<file path="config.mk">
export PLATFORM = sky130hd
export DESIGN_NAME = time_ordered_event_queue
export DESIGN_NICKNAME = d
export VERILOG_FILES = /design/src/rtl/toeq_pkg.sv /design/src/rtl/toeq_ram.sv /design/src/rtl/toeq_cmp.sv /design/src/rtl/time_ordered_event_queue.sv
export SDC_FILE = /design/constraint.sdc
export NUM_CORES = 2
export LEC_CHECK = 0
export ABC_CLOCK_PERIOD_IN_PS = 9300
export BUFFER_PORTS_ARGS = -buffer_cell sky130_fd_sc_hd__buf_2
export CORE_MARGIN = 3
export CORE_UTILIZATION = 54
export DETAILED_ROUTE_END_ITERATION = 8
export PLACE_DENSITY_LB_ADDON = 0.3
export SYNTH_ARGS = -nofsm -noshare
export SYNTH_HDL_FRONTEND = slang
export SYNTH_SLANG_ARGS = --single-unit
</file>
<file path="constraint.sdc">
create_clock -name clk -period 9.3 [get_ports clk]
set_clock_uncertainty 0.1 [all_clocks]
set_input_delay 0.93 -clock clk [delete_from_list [all_inputs] [get_ports clk]]
set_output_delay 0.93 -clock clk [all_outputs]
set_load 0.005 [all_outputs]
</file>
<file path="src/rtl/toeq_pkg.sv">
// Shared constants, status codes and the entry type of the event queue.
// Depends on nothing.
package toeq_pkg;

    localparam int QUEUE_DEPTH = 16;
    localparam int ADDR_W      = (QUEUE_DEPTH > 1) ? $clog2(QUEUE_DEPTH) : 1;
    localparam int CNT_W       = $clog2(QUEUE_DEPTH + 1);

    localparam logic [1:0] ST_OK    = 2'd0;
    localparam logic [1:0] ST_FULL  = 2'd1;
    localparam logic [1:0] ST_EMPTY = 2'd2;

    localparam logic MODE_INSERT = 1'b0;
    localparam logic MODE_POP    = 1'b1;

    typedef struct packed {
        logic [7:0]  event_code;
        logic [9:0]  agent_code;
        logic [31:0] seconds;
        logic [29:0] nanos;
    } entry_t;

endpackage

</file>
<file path="src/rtl/toeq_ram.sv">
// Generic single-write, single-read RAM with registered read data.
// Depends on nothing.
module toeq_ram #(
    parameter int WIDTH = 8,
    parameter int DEPTH = 16,
    parameter int AW    = 4
) (
    input  logic             clk,
    input  logic             we,
    input  logic [AW-1:0]    waddr,
    input  logic [WIDTH-1:0] wdata,
    input  logic [AW-1:0]    raddr,
    output logic [WIDTH-1:0] rdata
);

    logic [WIDTH-1:0] mem [DEPTH];
    logic [WIDTH-1:0] rdata_reg;

    always_ff @(posedge clk)
    begin
        if (we)
        begin
            mem[waddr] <= wdata;
        end
        rdata_reg <= mem[raddr];
    end

    assign rdata = rdata_reg;

endmodule

</file>
<file path="src/rtl/toeq_cmp.sv">
// Time compare unit: is the new time strictly later than a stored one.
// Depends on toeq_pkg.
module toeq_cmp
    import toeq_pkg::*;
(
    input  entry_t new_entry,
    input  entry_t old_entry,
    output logic   later
);

    always_comb
    begin
        if (new_entry.seconds != old_entry.seconds)
        begin
            later = new_entry.seconds > old_entry.seconds;
        end
        else
        begin
            later = new_entry.nanos > old_entry.nanos;
        end
    end

endmodule

</file>
<file path="src/rtl/time_ordered_event_queue.sv">
// A pop gives its result strobe from S_POP after the registered RAM read, a full
// insert or an empty pop straight from S_IDLE, and an insert from S_PLACE.
// An insert scans from the earliest entry, moving each entry earlier than the new time
// up one slot until a later or equal entry stops it; busy stays high meanwhile and
// a new request is taken as early as the cycle its result strobe shows.
// Reset (rst_n low, asynchronous) empties the queue; RAM contents are not cleared.
module time_ordered_event_queue
    import toeq_pkg::*;
(
    input  logic        clk,
    input  logic        rst_n,
    input  logic        start,
    output logic        busy,
    input  logic        mode,
    input  logic [7:0]  event_code,
    input  logic [9:0]  agent_code,
    input  logic [31:0] time_seconds,
    input  logic [29:0] time_nanos,
    output logic        done,
    output logic [1:0]  status,
    output logic [7:0]  out_event,
    output logic [9:0]  out_agent,
    output logic [31:0] out_seconds,
    output logic [29:0] out_nanos
);

    // The RAM holds entries with the earliest at the highest address (count - 1),
    // so a pop reads one word and an insert shifts only the earlier entries up.
    localparam logic [1:0] S_IDLE  = 2'd0;
    localparam logic [1:0] S_SCAN  = 2'd1;
    localparam logic [1:0] S_PLACE = 2'd2;
    localparam logic [1:0] S_POP   = 2'd3;

    logic [1:0]        state_reg, state_next;
    logic [CNT_W-1:0]  count_reg, count_next;
    logic [ADDR_W-1:0] k_reg, k_next;
    entry_t            new_reg, new_next;

    logic              done_reg;
    logic [1:0]        status_reg;
    entry_t            out_reg;

    logic              res_valid;
    logic [1:0]        res_status;
    entry_t            res_entry;

    logic              ram_we;
    logic [ADDR_W-1:0] ram_waddr;
    entry_t            ram_wdata;
    logic [ADDR_W-1:0] ram_raddr;
    entry_t            ram_rdata;
    logic              later;
    logic [CNT_W-1:0]  count_m1;

    toeq_ram #(
        .WIDTH ($bits(entry_t)),
        .DEPTH (QUEUE_DEPTH),
        .AW    (ADDR_W)
    ) u_ram (
        .clk   (clk),
        .we    (ram_we),
        .waddr (ram_waddr),
        .wdata (ram_wdata),
        .raddr (ram_raddr),
        .rdata (ram_rdata)
    );

    toeq_cmp u_cmp (
        .new_entry (new_reg),
        .old_entry (ram_rdata),
        .later     (later)
    );

    assign count_m1 = count_reg - CNT_W'(1);

    always_comb
    begin
        state_next = state_reg;
        count_next = count_reg;
        k_next     = k_reg;
        new_next   = new_reg;
        ram_we     = 1'b0;
        ram_waddr  = k_reg;
        ram_wdata  = ram_rdata;
        ram_raddr  = count_m1[ADDR_W-1:0];
        res_valid  = 1'b0;
        res_status = ST_OK;
        res_entry  = '0;

        unique case (state_reg)
            S_IDLE:
            begin
                if (start)
                begin
                    new_next.event_code = event_code;
                    new_next.agent_code = agent_code;
                    new_next.seconds    = time_seconds;
                    new_next.nanos      = time_nanos;
                    if (mode == MODE_POP)
                    begin
                        if (count_reg == '0)
                        begin
                            res_valid  = 1'b1;
                            res_status = ST_EMPTY;
                        end
                        else
                        begin
                            state_next = S_POP;
                        end
                    end
                    else if (count_reg == CNT_W'(QUEUE_DEPTH))
                    begin
                        res_valid  = 1'b1;
                        res_status = ST_FULL;
                    end
                    else if (count_reg == '0)
                    begin
                        k_next     = '0;
                        state_next = S_PLACE;
                    end
                    else
                    begin
                        k_next     = count_reg[ADDR_W-1:0];
                        state_next = S_SCAN;
                    end
                end
            end
            S_SCAN:
            begin
                // Read data holds the entry just below slot k.
                if (later)
                begin
                    ram_we    = 1'b1;
                    ram_waddr = k_reg;
                    ram_wdata = ram_rdata;
                    k_next    = k_reg - ADDR_W'(1);
                    if (k_reg > ADDR_W'(1))
                    begin
                        ram_raddr = k_reg - ADDR_W'(2);
                    end
                    else
                    begin
                        state_next = S_PLACE;
                    end
                end
                else
                begin
                    state_next = S_PLACE;
                end
            end
            S_PLACE:
            begin
                ram_we     = 1'b1;
                ram_waddr  = k_reg;
                ram_wdata  = new_reg;
                count_next = count_reg + CNT_W'(1);
                res_valid  = 1'b1;
                res_status = ST_OK;
                state_next = S_IDLE;
            end
            S_POP:
            begin
                count_next = count_m1;
                res_valid  = 1'b1;
                res_status = ST_OK;
                res_entry  = ram_rdata;
                state_next = S_IDLE;
            end
            default:
            begin
                state_next = S_IDLE;
            end
        endcase
    end

    always_ff @(posedge clk or negedge rst_n)
    begin
        if (!rst_n)
        begin
            state_reg <= S_IDLE;
            count_reg <= '0;
            done_reg  <= 1'b0;
        end
        else
        begin
            state_reg <= state_next;
            count_reg <= count_next;
            done_reg  <= res_valid;
        end
    end

    always_ff @(posedge clk)
    begin
        k_reg   <= k_next;
        new_reg <= new_next;
        if (res_valid)
        begin
            status_reg <= res_status;
            out_reg    <= res_entry;
        end
    end

    assign busy        = (state_reg != S_IDLE);
    assign done        = done_reg;
    assign status      = status_reg;
    assign out_event   = out_reg.event_code;
    assign out_agent   = out_reg.agent_code;
    assign out_seconds = out_reg.seconds;
    assign out_nanos   = out_reg.nanos;

endmodule

</file>
Yosys cells after proc, flatten, opt, wreduce, memory -nomap -nowiden:

Memories as Yosys holds them, arrays and structs flattened. A register that Yosys moved wholly into a read port is not among the register bits.
Index checks and enable logic that the tools add are counted.

* register bits after elaboration: 174
* latch bits: 0
* memory bits (writable): 1280
* ROM bits: 0
* input bits: 84
* output and inout bits: 84
* memories: 1

* add/sub/neg operators: 4
* multiply operators: 0
* div/mod/pow operators: 0
* $lt $le $gt $ge: 3
* eq/ne operators: 12
* shifts and indexed selects: 0
* muxes and demuxes: 32
* bitwise operators: 0
* reductions and logical operators: 9

Memories
* u_ram.mem: depth 16, width 80, rd ports 1, clocked after Yosys merged registers in 1, wr ports 1, RTL line toeq_ram.sv:16 `logic [WIDTH-1:0] mem [DEPTH];`

Operator list (number)
* $mux 80: 1
* $gt 32x32->1: 1
* $mux 4: 8
* $ne 32x32->1: 1
* $gt 30x30->1: 1
* $mux 2: 9
* $pmux 5 s2: 1
* $mux 1: 9
* $ne 3x3->1 const B: 3
* $ne 2x2->1 const B: 4
* $pmux 4 s2: 1
* $pmux 2 s3: 1
* $reduce_bool 2->1: 3
* $add 5x1->5 const B: 1
* $eq 5x5->1 const B: 1
* $logic_not 5->1: 1
* $reduce_and 5->1: 1
* $sub 5x1->5 const B: 1
* $eq 2x2->1 const B: 2
* $gt 4x1->1 const B: 1
* $pmux 1 s2: 2
* $reduce_and 4->1: 1
* $sub 4x1->4 const B: 1
* $sub 4x2->4 const B: 1
* 4 further kinds: 4

Depth between registers and ports, before layout:

* depth after elaboration: 6
* depth in mapped cells: 15
* mapped depth without buffers: 12

Cells and area by module:

Synthesis repeated with hierarchy kept, for this count alone.

* cell total of the unflattened synthesis: 2714
* area total of the unflattened synthesis: 58381.0 µm²

Modules (own cells, without submodules)
* toeq_ram: instances 1, cells an instance 2054, area each 49422.4 µm², seq. area each 40038.4 µm²
* time_ordered_event_queue: instances 1, cells an instance 439, area each 7287.0 µm², seq. area each 5185.0 µm²
* toeq_cmp: instances 1, cells an instance 221, area each 1671.6 µm², seq. area each 0.0 µm²

Worst setup path before layout:

Ideal clock, no wire load.

* kind: reg-to-reg
* start point: register new_reg[24] (netlist bit)
* end point: memory u_ram.mem[0][0] (netlist bit) (enable)
* library setup time: 0.616 ns
* arrival: 7.451 ns
* required time: 8.584 ns
* setup slack: 1.133 ns
* cell stages (with the launch flop): 10
* cells stage by stage: edfxtp_1 -> ha_1 -> nand4_1 -> nor4_2 -> a2111o_1 -> a311oi_2 -> a211oi_2 -> o21a_1 -> nand2_1 -> nor3_1

* longest elaborated chain between the ends: 6

RTL lines
* start: declaration: RTL line time_ordered_event_queue.sv:37 `entry_t new_reg, new_next;`
* start signal: assignment: RTL line time_ordered_event_queue.sv:195 `new_reg <= new_next;`
* $gt 30x30->1: RTL line toeq_cmp.sv:19 `later = new_entry.nanos > old_entry.nanos;`
* $mux 1: RTL line toeq_cmp.sv:13 `if (new_entry.seconds != old_entry.seconds)`
* $mux 1: RTL line time_ordered_event_queue.sv:131 `if (later)`
* $pmux 1 s2: RTL line time_ordered_event_queue.sv:90 `unique case (state_reg)`
* $mux 1: RTL line toeq_ram.sv:21 `if (we)`
* $mux 1 (not written as such): RTL line toeq_ram.sv:23 `mem[waddr] <= wdata;`
* end: declaration: RTL line toeq_ram.sv:16

Every way passes these cells.

Worst setup path after layout:

* start point: register u_ram.rdata_reg[61] (netlist: u_ram.rdata[61]), read port of u_ram.mem
* end point: register u_ram.rdata_reg[47] (netlist: u_ram.rdata[47]), read port of u_ram.mem

* longest elaborated chain between the ends: 4
* elaborated cells between the ends (all ways): 5

RTL lines
* start: declaration: RTL line toeq_ram.sv:17 `logic [WIDTH-1:0] rdata_reg;`
* $gt 32x32->1 / $ne 32x32->1 (equally long branches): RTL line toeq_cmp.sv:15, toeq_cmp.sv:13
* $mux 1 (*): RTL line toeq_cmp.sv:13
* $mux 4 (*): RTL line time_ordered_event_queue.sv:131
* $mux 4 (*): RTL line time_ordered_event_queue.sv:90

Mark *: on every way between the ends. The rest lies on a longest branch, timed or not.
A chain may end at the register's enable or synchronous reset.

==> impl_results.md <==
- Status: finished, final reports clean
- Area grow syn2layout: 13.3%
- Distinct cells, synth: 55
- Core box area: roughly 0.11 mm2
- Syn_nets: approximately 3,500
- Crit path launch type: register
- Total grt overflow: 0
- Vias in the first global route: just over 30,000
- Worst-case clock buffer depth: 3
- Worst Tran Pin Value: around 1.4 ns
- Slowest-stage cell, CP: buf_4
- #FFs+latches synth: between 1,500 and 2,000
- Row count: 120
- Via/cell ratio: about 6.1
- Die Span Y: around 340 um
- Rel. slew slack: 0.0951
- Initial antenna violation count: 2
- Final Wtd Congestion: approximately 0.8
- Endpoints failing hold: 0
- Ranking of synthesized cells by area: edfxtp_1, mux2i_1, o22ai_1, dfxtp_1, ha_1
- Antenna Nets Post-Route: 0
- Post_cts resized: 0
- Count leader, synth: edfxtp_1
- Port bufs: between 150 and 200
- Fin crit share: 0.656
- Max stage delay on crit path: ~0.94 ns
- Min cycle time layout: 6.10 ns
- Fill cells: between 7,000 and 8,000
- Largest net degree at the start of global routing: between 100 and 150
- Yosys top cell by area: edfxtp_1
- Crit-path leading delay family: buffers and inverters
- DRC: 0
- MaxCap Viol Count: 0
- PD cells: ~380 mW/mm2
- Post-synth ARST share: 0.00522
- Clock latency on the worst-skew pair: 0.74 ns
- Clk pwr share: 0.241
- Synthesized area: between 0.05 and 0.06 mm2
- Final setup fails: 0
- Yosys top cell area share: 0.738
- Logic pwr share: 0.357
- Final wirelength: around 140 mm
- Layout cells sized above 1: 0.149
- Worst EP required: 9.80 ns
- F_max: 164 MHz
- Ys Warns: 0
- Starting DRT DRC Count: between 3,000 and 4,000
- TritonCTS buffer count: 150
- Total power: approximately 25 mW
- TritonCTS clock tree: done
- Max-slew violation count: 0
- Critical Path End Type: register
- Mapped Avg Cell Area: 17.7 um2
- Max IR drop VDD: 0.553 mV
- Clk root buf: clkbuf_16
- Nets@finish: 3,747
- Initial DRT Pass Iterations: 7
- DR WL/cell: between 20 and 30 um
- Net Sw Power: 8.60 mW
- Top FF cell, synth: edfxtp_1
- Max reg flops: between 1,000 and 1,500
- R2R setup slack: approximately 3.2 ns
- RSZ-0062 raised after global routing: no
- Post-detail-place hpwl: approximately 70 mm
- Seq/Total Area, Yosys: 0.768
- Worst Path Max Fanout: a little over 60
- Critical path type: reg -> reg
- Hold Buf Count CTS: 1
- CTS sink cnt: 1,534
- Clock slew at reported path FFs: ~0.060 ns
- Total track usage: 0.243
- Routed vias: approximately 31,000
- Global-route wire length before repair: approximately 200 mm
- CP most frequent cell: buf_4
- Initial Util: 0.547
- Setup TNS: 0 ns
- Die area: about 0.11 mm2
- Post-synth top cells: edfxtp_1, mux2i_1, o22ai_1
- CP Buf/Inv Count: 3
- H-Tree Level Count: 4
- Post-synth EDFFs: 1,446
- Final hold slack: between 0.2 and 0.3 ns
- Crit path cell chain: inv_1 -> ha_1 -> nand4_1 -> nor2_1 -> a221oi_1 -> o21ai_0 -> a31oi_1 -> a211oi_2 -> mux2i_4 -> buf_4 -> buf_4 -> mux2i_1 -> o22ai_1 -> or4_1
- Worst Path Arrival: 6.60 ns
- Postcts setup bufs: 0
- Reg power frac: 0.402
- Top-Level Pins: approximately 170
- Synth Instances: 3,318
- Die Wd: 336 um
- Switching Fraction: 0.343
- Hold Crit Class: in -> reg
- Pleak: roughly 24 nW
- Int Pwr: ~16 mW
==> layer usage <==
metal  track usage  up-vias  wire, um
met2         0.399     1268     67800
met3        0.0357      235      9640
li1              -    13708         -
met1         0.338    15742     56600
met5             0        -         0
met4        0.0805        0      3530
==> cell usage in the layout (no fill, tap or decap), drive strengths merged, types with 5 or more instances in the layout <==
master	n
edfxtp	1446
mux2i	647
o22ai	322
buf	285
clkbuf	215
nand2	89
and2	81
or4	80
dfxtp	80
inv	78
ha	75
o21ai	74
clkinv	37
a21oi	30
nor2	27
mux2	21
nor3	17
bufinv	14
nand4	11
nand3	11
xnor2	8
dfrtp	8
xor2	5
==> power groups by stage <==
stage / sequential, mW / combinational, mW / clock (mW)
2_1_floorplan: 10.1 / 5.89 / 0
3_3_place_gp: 10.2 / 8.69 / 0
3_5_place_dp: 10.2 / 8.86 / 0
4_1_cts: 10.1 / 8.90 / 6.13
5_1_grt: 10.1 / 9.57 / 6.42
6_report: 10.1 / 8.94 / 6.05
==> path summary, 6_finish.rpt <==
check / start / end / depth (start not counted)
worst max register to register: u_ram.rdata[61] / u_ram.rdata[47] / 14
min in group asynchronous: rst_n / count_reg[4] / 2
worst max-delay path: u_ram.rdata[61] / u_ram.rdata[47] / 14
worst min-delay path: time_nanos[0] / new_reg[0] / 1
max in group asynchronous: rst_n / count_reg[3] / 2
worst min register to register: u_ram.rdata[4] / out_nanos[4] / 1
==> final cells by class <==
class / instances / area (um2) / share of cell area
Timing Repair Buffer: 286 / 1810 / 0.0271
Inverter: 74 / 280 / 0.00420
Clock buffer: 215 / 4290 / 0.0643
Clock inverter: 59 / 647 / 0.00970
Antenna cell: 1 / 2.50 / 0.0000375
Multi-Input combinational cell: 1542 / 12700 / 0.190
Tap cell: 1403 / 1760 / 0.0263
Sequential cell: 1534 / 45200 / 0.678
==> worst register-to-register path: stages, from the launching register on <==
cell      delay (ns)
dfxtp_1         0.39
inv_1           0.07
ha_1            0.32
nand4_1         0.25
nor2_1          0.53
a221oi_1        0.15
o21ai_0         0.23
a31oi_1         0.25
a211oi_2        0.56
mux2i_4         0.41
buf_4           0.72
buf_4           0.97
mux2i_1         0.35
o22ai_1         0.10
or4_1           0.55
==> through the flow <==
step | util | std cells | setup slack, ns | instance area, um2
final | 0.619 | 5114 | 3.20 | 66700
after global routing | 0.619 | 5113 | 2.92 | 66700
after CTS | 0.619 | 5113 | 3.23 | 66700
after detailed placement | 0.573 | 4838 | 3.30 | 61700
after global placement | 0.573 | 4838 | 3.39 | 61700
after floorplan | - | 3318 | 1.13 | 58900
==> kinds of logic after synthesis <==
family	count (synthesis)	share of synthesized area
AOI/OAI and AO/OA	455	0.0474
and+or+nand+nor	331	0.0317
buffers and inverters	242	0.0194
DFF	1534	0.768
muxes	668	0.115
xor gates and xnor gates	13	0.00193
adders and majority gates	75	0.0159
(Power assumes the default switching activity.)
